## src/rtl/core/wprj_pkg.sv

```systemverilog
`timescale 1ns / 1ps

package wprj_pkg;

    localparam int WORD_W     = 32;
    localparam int UNC_W      = 31;
    localparam int ACC_W      = 64;
    localparam int NT_W       = 3;
    localparam int COEFF_REGS = 6;
    localparam int CFG_IDX_W  = 3;
    localparam int DIV_STEPS  = 32;

    // Configuration register indexes
    localparam logic [CFG_IDX_W-1:0] CFG_NUM_TERMS = 3'd0;
    localparam logic [CFG_IDX_W-1:0] CFG_COEFF_0   = 3'd1;
    localparam logic [CFG_IDX_W-1:0] CFG_COEFF_1   = 3'd2;
    localparam logic [CFG_IDX_W-1:0] CFG_COEFF_2   = 3'd3;
    localparam logic [CFG_IDX_W-1:0] CFG_COEFF_3   = 3'd4;
    localparam logic [CFG_IDX_W-1:0] CFG_COEFF_4   = 3'd5;
    localparam logic [CFG_IDX_W-1:0] CFG_COEFF_5   = 3'd6;

    typedef struct packed {
        logic signed [WORD_W-1:0] abscissa;
        logic signed [WORD_W-1:0] measured;
        logic [UNC_W-1:0]         uncertainty;
        logic                     last_point;
    } in_item_t;

    typedef struct packed {
        logic signed [WORD_W-1:0] residual;
        logic signed [WORD_W-1:0] jac_0;
        logic signed [WORD_W-1:0] jac_1;
        logic signed [WORD_W-1:0] jac_2;
        logic signed [WORD_W-1:0] jac_3;
        logic signed [WORD_W-1:0] jac_4;
        logic signed [WORD_W-1:0] jac_5;
        logic                     divide_error;
        logic                     last_out;
    } out_item_t;

    typedef struct packed {
        logic [UNC_W-1:0] unc;
        logic             last;
    } div_side_t;

    // One division lane: partial remainder and the dividend bits that are
    // shifted out while quotient bits are shifted in.
    typedef struct packed {
        logic             neg;
        logic             ovf;
        logic [UNC_W-1:0] rem;
        logic [WORD_W-1:0] nq;
    } div_lane_t;

endpackage

```

## src/rtl/core/wprj_div_cell.sv

```systemverilog
`timescale 1ns / 1ps

module wprj_div_cell import wprj_pkg::*; #(
    parameter int NUM_LANES = 7
) (
    input  logic      aclk,
    input  logic      aresetn,
    input  logic      advance,
    input  logic      valid_in,
    input  div_side_t side_in,
    input  div_lane_t lane_in  [NUM_LANES],
    output logic      valid_out,
    output div_side_t side_out,
    output div_lane_t lane_out [NUM_LANES]
);

    logic      valid_reg;
    div_side_t side_reg;
    div_lane_t lane_reg  [NUM_LANES];
    div_lane_t lane_next [NUM_LANES];

    // One restoring step per lane: bring down the next dividend bit and
    // subtract the divisor where it fits.
    always_comb begin
        logic [WORD_W-1:0] w;
        logic [WORD_W-1:0] d;
        logic [WORD_W-1:0] diff;
        logic              ge;
        for (int i = 0; i < NUM_LANES; i++) begin
            w    = {lane_in[i].rem, lane_in[i].nq[WORD_W-1]};
            d    = {1'b0, side_in.unc};
            diff = w - d;
            ge   = (w >= d);
            lane_next[i].neg = lane_in[i].neg;
            lane_next[i].ovf = lane_in[i].ovf;
            lane_next[i].rem = ge ? diff[UNC_W-1:0] : w[UNC_W-1:0];
            lane_next[i].nq  = {lane_in[i].nq[WORD_W-2:0], ge};
        end
    end

    always_ff @(posedge aclk) begin
        if (!aresetn) begin
            valid_reg <= 1'b0;
        end else if (advance) begin
            valid_reg <= valid_in;
        end
    end

    always_ff @(posedge aclk) begin
        if (advance) begin
            side_reg <= side_in;
            lane_reg <= lane_next;
        end
    end

    assign valid_out = valid_reg;
    assign side_out  = side_reg;
    assign lane_out  = lane_reg;

endmodule

```

## config.mk

```make
export PLATFORM = sky130hd
export DESIGN_NAME = wprj_div_cell
export DESIGN_NICKNAME = d
export VERILOG_FILES = /design/src/rtl/core/wprj_pkg.sv /design/src/rtl/core/wprj_div_cell.sv
export SDC_FILE = /design/constraint.sdc
export NUM_CORES = 1
export LEC_CHECK = 0
export BUFFER_PORTS_ARGS = -buffer_cell sky130_fd_sc_hd__buf_4
export CAP_MARGIN = 20
export CORE_AREA = 2 2 380 382
export DETAILED_ROUTE_END_ITERATION = 16
export DIE_AREA = 0 0 382 384
export GPL_ROUTABILITY_DRIVEN = 1
export GPL_TIMING_DRIVEN = 0
export PLACE_DENSITY_LB_ADDON = 0.12
export SYNTH_ARGS = -nofsm -noshare
export SYNTH_HDL_FRONTEND = slang
export SYNTH_SLANG_ARGS = --single-unit
```

## constraint.sdc

```tcl
create_clock -name aclk -period 3.75 [get_ports aclk]
set_clock_uncertainty 0.05 [all_clocks]
set_input_delay 0.1875 -clock aclk [delete_from_list [all_inputs] [get_ports aclk]]
set_output_delay 0.1875 -clock aclk [all_outputs]
set_load 0.005 [all_outputs]
```

==> results of run 1 <==
worst max-delay path by stage:
| stage | from | endpoint | slack, ns | cells past startpoint |
|---|---|---|---|---|
| 2_1_floorplan | lane_in[31] | lane_out[45] | 0.47 | 14 |
| 3_3_place_gp | advance | lane_out[147] | -2.51 | 1 |
| 3_5_place_dp | side_in[3] | lane_out[301] | -1.22 | 14 |
| 4_1_cts | side_in[8] | lane_out[252] | 0.003 | 13 |
| 5_1_grt | lane_in[33] | lane_out[52] | -0.002 | 14 |
| 6_report | lane_in[164] | lane_out[186] | 0.13 | 14 |
cell type report:
cell class | instances | area (um^2)
tap | 1903 | 2380
multi-input combinational | 1767 | 12800
fill | 14900 | 96800
sequential | 488 | 14600
inverter | 83 | 364
antenna | 12 | 30.0
timing repair buffer | 1524 | 13200
clock buffer | 92 | 1850
clock inverter | 34 | 319
buffer | 65 | 308
critical path, stage by stage:
cell and delay [ns]:
dlygate4sd3_1 0.53, buf_4 0.15, ha_1 0.36, o21a_1 0.20, o31a_1 0.11, nor2_1 0.18
o21a_1 0.21, o21ai_0 0.13, nor4_1 0.45, o31ai_1 0.20, a21boi_0 0.21, o211a_1 0.29
buf_2 0.36, mux2_2 0.38
power groups by stage:
stage,Clock [W],Combinational [W],Sequential (W)
final,0.00654,0.00541,0.00701
after global routing,0.00700,0.00586,0.00707
after CTS,0.00683,0.00550,0.00701
after detailed placement,0,0.00494,0.00711
after global placement,0,0.00491,0.00716
after floorplan,0,0.00213,0.00716
sequential cells by signal (all words and copies together), names as in the netlist:
register,cells
lane_out,455
side_out,32
valid_out,1
cell usage in the layout, fill, tap and decap left out, types with 18 or more instances in the layout:
cell type	n
clkbuf_1	62
o21a_1	43
nand3_1	35
nor3_1	20
dlygate4sd3_1	485
nor2b_1	37
nor2_1	184
a21oi_1	258
nand4_1	33
inv_1	69
a31oi_1	30
xor2_1	66
buf_4	1006
ha_1	217
nand2b_1	18
a211oi_1	21
nand2_1	125
buf_16	21
o21bai_1	18
a21o_1	101
o21ai_0	130
edfxtp_1	487
xnor2_1	121
mux2_2	114
clkbuf_16	70
synthesized netlist by cell type (6+ instances only):
cell | instances | share of area
xor2_1 | 66 | 0.021
nand2_1 | 126 | 0.017
mux2i_1 | 6 | 0.0021
fa_1 | 7 | 0.0050
a211oi_1 | 21 | 0.0056
nor3_1 | 20 | 0.0036
o21a_1 | 43 | 0.012
and4_1 | 7 | 0.0022
clkbuf_1 | 43 | 0.0058
o211ai_1 | 11 | 0.0029
nor2b_1 | 37 | 0.0083
mux2_2 | 114 | 0.046
a21o_1 | 101 | 0.027
nand3_1 | 35 | 0.0063
or2_2 | 6 | 0.0013
nand4_1 | 33 | 0.0074
o31ai_1 | 15 | 0.0040
o21bai_1 | 18 | 0.0048
nand2b_1 | 18 | 0.0040
a21oi_1 | 261 | 0.047
inv_1 | 83 | 0.011
o21ai_0 | 131 | 0.023
a2111oi_0 | 8 | 0.0025
a21boi_0 | 8 | 0.0021
edfxtp_1 | 487 | 0.52
nor2_1 | 184 | 0.025
o31a_1 | 9 | 0.0028
ha_1 | 217 | 0.097
and2_1 | 10 | 0.0022
xnor2_1 | 121 | 0.038
and3_1 | 15 | 0.0033
nor4_1 | 7 | 0.0016
buf_2 | 15 | 0.0027
a41oi_1 | 6 | 0.0019
a31oi_1 | 30 | 0.0067
per-layer routing:
metal,vias up,part of all wire,global-route usage
met2,837,0.51,0.359
met3,193,0.073,0.0588
met1,12500,0.38,0.215
li1,12400,-,-
met5,-,0.0018,0
met4,44,0.033,0.0654
per-stage QoR:
step	cells	worst slack [ns]
finish	5968	0.132
global route	5963	-0.00164
CTS	5943	0.00263
detailed placement	5305	-1.22
global placement	5284	-2.51
floorplan	2403	0.468
what timing repair did:
action	in CTS	in global routing
resized for setup	16	15
pin swaps	0	2
buffers inserted	29	11
hold buffers	483	2
endpoints found under the setup margin	145	125
hold endpoints to repair	523	2
kinds of logic after synthesis:
| logic type | Yosys count | share of synthesized area |
|---|---|---|
| flops | 488 | 0.523 |
| mux | 121 | 0.0485 |
| buf+inv | 148 | 0.0218 |
| xor+xnor | 187 | 0.0584 |
| fa+ha+maj | 224 | 0.102 |
| simple gates | 517 | 0.0869 |
| compound gates | 718 | 0.160 |
==> impl_results.md, run 1 <==
- Final net count: between 4000 and 5000
- Finished Cell Area: approximately 46000 um^2
- Clock sinks: just under 500
- Clk buf depth: 3
- Worst Reg-to-Reg Cells: 3
- Static leakage: around 19 nW
- Die height: 384 um
- Clock share of power: 0.345
- Final core occ: 0.322
- First-pass GRT wire length: between 200000 and 250000 um
- CTS tree: yes
- Max-cap viol count: 0
- Largest net degree at the start of global routing: about 120
- Min-Delay Path Class: primary input to register
- WL per Instance: ~25 um
- Port-buffer cells: 978
- Reg power frac: 0.370
- H-tree Lvls: 3
- Worst Setup End Kind: register
- Initial antenna violation count: 41
- Mapped Cells: approximately 2400
- Worst vdd ir: roughly 0.31 mV
- Final Max Tran Viols: 0
- #FFs+latches synth: a little under 500
- Synth cell types: slightly above 70
- Vias post-DR: ~26000
- Final Hold Fails: 0
- Internal: approximately 0.013 W
- Asr flop ratio synth: 0
- PwrDens: roughly 410 nW/um^2
- Post-route ant nets: 0
- Worst Tran Pin Value: about 1.1 ns
- Reg clk slew, reported paths: about 0.06 ns
- Top FF cell, synth: edfxtp_1
- Drt first pass iters: 5
- Crit start category: primary input
- Sw frac: 0.304
- Post-synth EDFFs: around 490
- Final setup fails: 0
- Grt ovf: 0
- Worst Hold End: lane_out[228]
- R2r setup slk: ~2.6 ns
- Post-synth design cell area: 28000 um^2
- Worst skew pair latency: between 0.6 and 0.7 ns
- Die area: 147000 um^2
- Fin Setup TNS: 0 ns
- DRC Markers: 0
- Core Box Area: ~140000 um^2
- GPL Wtd Cong: 0.844
- Cell Area, Placed: about 38000 um^2
- Drt total wl: around 150000 um
- Worst r2r dst: valid_out
- Initial Util: 0.196
- Crit Path Max Fanout: 10
- Min-delay src: lane_in[227]
- Warnings from Yosys: 0
- Seq/Total Area, Yosys: 0.523
- Layout cells sized above 1: 0.323
- Worst Hold Path Cells: 4
- Post-DR vias/cell: 4.35
- Hold WS: between 0.03 and 0.04 ns
- Critical R2R Launch: valid_out
- Critical path type: primary input to register
- Minimum clock period: around 3.6 ns
- Syn_area_per_cell: 11.7 um^2
- GRT Util Overall: 0.196
- Sw power: 0.00576 W
- Tcrit/Tclk final: 0.965
- Clk root buf: clkbuf_16
- DR iter-0 viols: 1462
- Num CTS Buffers: 69
- Area Growth Syn to Fin: 64.0%
- Total power: 0.0190 W
- Combinational fraction of design power: 0.285
- Critical path required time: 4.09 ns
- Outcome: completed
- Synth Net Count: ~3100
- Max_slew headroom: 0.295
- Worst Path Arrival: ~4.0 ns
- Boundary Pins: between 900 and 1000
- Number of global-route vias before repair: between 20000 and 30000
- Detailed Place HPWL: ~120000 um
- Site Rows: 139
- Die Span X: 382 um
- Peak Freq: around 280 MHz
Power figures use the tool's default switching activity.
==> run 2: changes to the inputs <==
clock period = 3.7 ns   (was 3.75 ns; I/O delays follow)
==> impl_results.md, run 2 (synthesized netlist as in run 1, its figures left out) <==
- DRC Markers: 0
- Drt first pass iters: 5
- Post-route ant nets: 0
- Worst Hold End: lane_out[228]
- Reg clk slew, reported paths: 0.06 ns
- Worst r2r dst: valid_out
- Worst-path cell chain: dlygate4sd3_1 -> buf_4 -> ha_1 -> nor2b_1 -> o31a_1 -> o41a_1 -> o21ai_1 -> o31ai_4 -> a41o_1 -> a2111oi_0 -> nor2_1 -> xor2_1 -> mux2_2
- Worst Setup End Kind: register
- PnR worst setup slack: 0.112 ns
- FF/Latch Area: around 15000 um^2
- Largest net degree at the start of global routing: roughly 120
- DR iter-0 viols: roughly 1500
- R2r setup slk: around 2.5 ns
- Initial antenna violation count: 42
- Tcrit/Tclk final: 0.970
- Worst Path Arrival: just under 4 ns
- Max_slew headroom: 0.443
- Layout cells sized above 1: 0.327
- Number of global-route vias before repair: 26600
- Grt ovf: 0
- Worst Reg-to-Reg Cells: 3
- Num CTS Buffers: 69
- Die area: between 100000 and 150000 um^2
- Pre-CTS setup slack: -1.27 ns
- Min-Delay Path Class: primary input to register
- Clk buf depth: 3
- Area Growth Syn to Fin: 64.6%
- Crit start category: primary input
- Commonest non-fill, non-tap cell in the layout: buf_4
- Core Box Area: 143000 um^2
- Post-DR vias/cell: 4.35
- GRT Util Overall: 0.197
- Inst Count DP: approximately 5300
- Multi-input gate area in the final layout: roughly 13000 um^2
- Boundary Pins: roughly 980
- CP max-delay cell: dlygate4sd3_1
- Die Span X: ~380 um
- WL met1: 57000 um
- H-tree Lvls: 3
- Minimum clock period: between 3 and 4 ns
- Worst Hold Path Cells: 4
- Detailed Place HPWL: about 120000 um
- Finished Cell Area: around 46000 um^2
- Fillers: 14900
- Max-cap viol count: 0
- Vias post-DR: between 20000 and 30000
- Outcome: completed
- Final Hold Fails: 0
- Worst Tran Pin Value: between 0.8 and 0.9 ns
- Final core occ: 0.323
- Commonest non-fill, non-tap cells in the layout: buf_4, dlygate4sd3_1, edfxtp_1, a21oi_1, ha_1
- PwrDens: 417 nW/um^2
- Number of flip-flops in the largest register: 455
- Drt total wl: 151000 um
- WL per Instance: 25.2 um
- Clk root buf: clkbuf_16
- GPL Wtd Cong: ~0.84
- Critical path type: primary input to register
- Final Max Tran Viols: 0
- Worst vdd ir: approximately 0.31 mV
- Hold WS: 0.0322 ns
- Critical path required time: between 4 and 5 ns
- Crit Path Max Fanout: 5
- First-pass GRT wire length: around 200000 um
- Die height: 384 um
- Final setup fails: 0
- Worst skew pair latency: around 0.64 ns
- Non-filler instance count after layout: about 6000
- Top Layer Used: met5
- Static leakage: 19.2 nW
- Met3 WL post-DR: around 11000 um
- Peak Freq: 279 MHz
- Wire length on met2: about 77000 um
- Port-buffer cells: around 980
- Min-delay src: lane_in[227]
- Site Rows: between 100 and 150
- Largest stage delay, worst path: 0.56 ns
- Initial Util: 0.196
- Critical R2R Launch: valid_out
- Cell Area, Placed: around 38000 um^2
- CTS tree: yes
- Clock sinks: slightly below 500
- Final net count: between 4000 and 5000
[run 2: changes by cell type in the layout (fill, tap and decap cells not counted), sizes merged]
cell         change
dlygate4sd3      +2
clkinvlp         +3
diode            +4
buf             +11
inv              -3
clkbuf           -1
[run 2: layer usage]
layer / vias up / track usage
met4: 42 / 0.0626
met2: 832 / 0.360
li1: 12400 / -
met1: 12600 / 0.216
met5: - / 0
met3: 189 / 0.0580
[run 2: worst max-delay path by stage]
stage	cells after the start	to	slack, ns	start
finish	13	lane_out[62]	0.11	lane_in[33]
CTS	13	lane_out[252]	0.003	lane_in[231]
global route	13	lane_out[62]	-0.001	lane_in[33]
floorplan	14	lane_out[45]	0.42	lane_in[31]
global placement	1	lane_out[147]	-2.56	advance
detailed placement	14	lane_out[301]	-1.27	side_in[3]
[run 2: metrics by stage]
step	setup TNS [ns]	power, W
final	0	0.0193
after global routing	-0.00138	0.0202
after CTS	0	0.0196
after detailed placement	-191.49	0.0122
after global placement	-1379.97	0.0122
after floorplan	0	0.00941
[run 2: power by group]
part,switching [W],internal [W],total [W]
clock,0.00287,0.00377,0.00664
combinational,0.00279,0.00272,0.00551
sequential,0.000201,0.00690,0.00710
[run 2: area by class of cell]
class / count / area share
sequential: 488 / 0.317
tap: 1903 / 0.0516
antenna: 16 / 0.000868
clock inverter: 34 / 0.00692
buffer: 65 / 0.00670
clock buffer: 92 / 0.0402
timing repair buffer: 1536 / 0.290
inverter: 83 / 0.00814
multi-input combinational: 1767 / 0.278
[run 2: critical path, delay by kind of cell]
kind | cells | cell delay, ns
xor gates and xnor gates | 1 | 0.16
buffers and inverters | 2 | 0.71
adders and majority gates | 1 | 0.33
muxes | 1 | 0.26
AOI/OAI and AO/OA | 6 | 1.98
and+or+nand+nor | 2 | 0.29
[run 2: what timing repair did]
action                                 4_1_cts  5_1_grt
pin swaps                                    0        3
buffers inserted                            37       13
resized for setup                           19       23
setup endpoints to repair                  154      167
endpoints found under the hold margin      523        3
hold buffers                               484        3
cloned                                       0        0
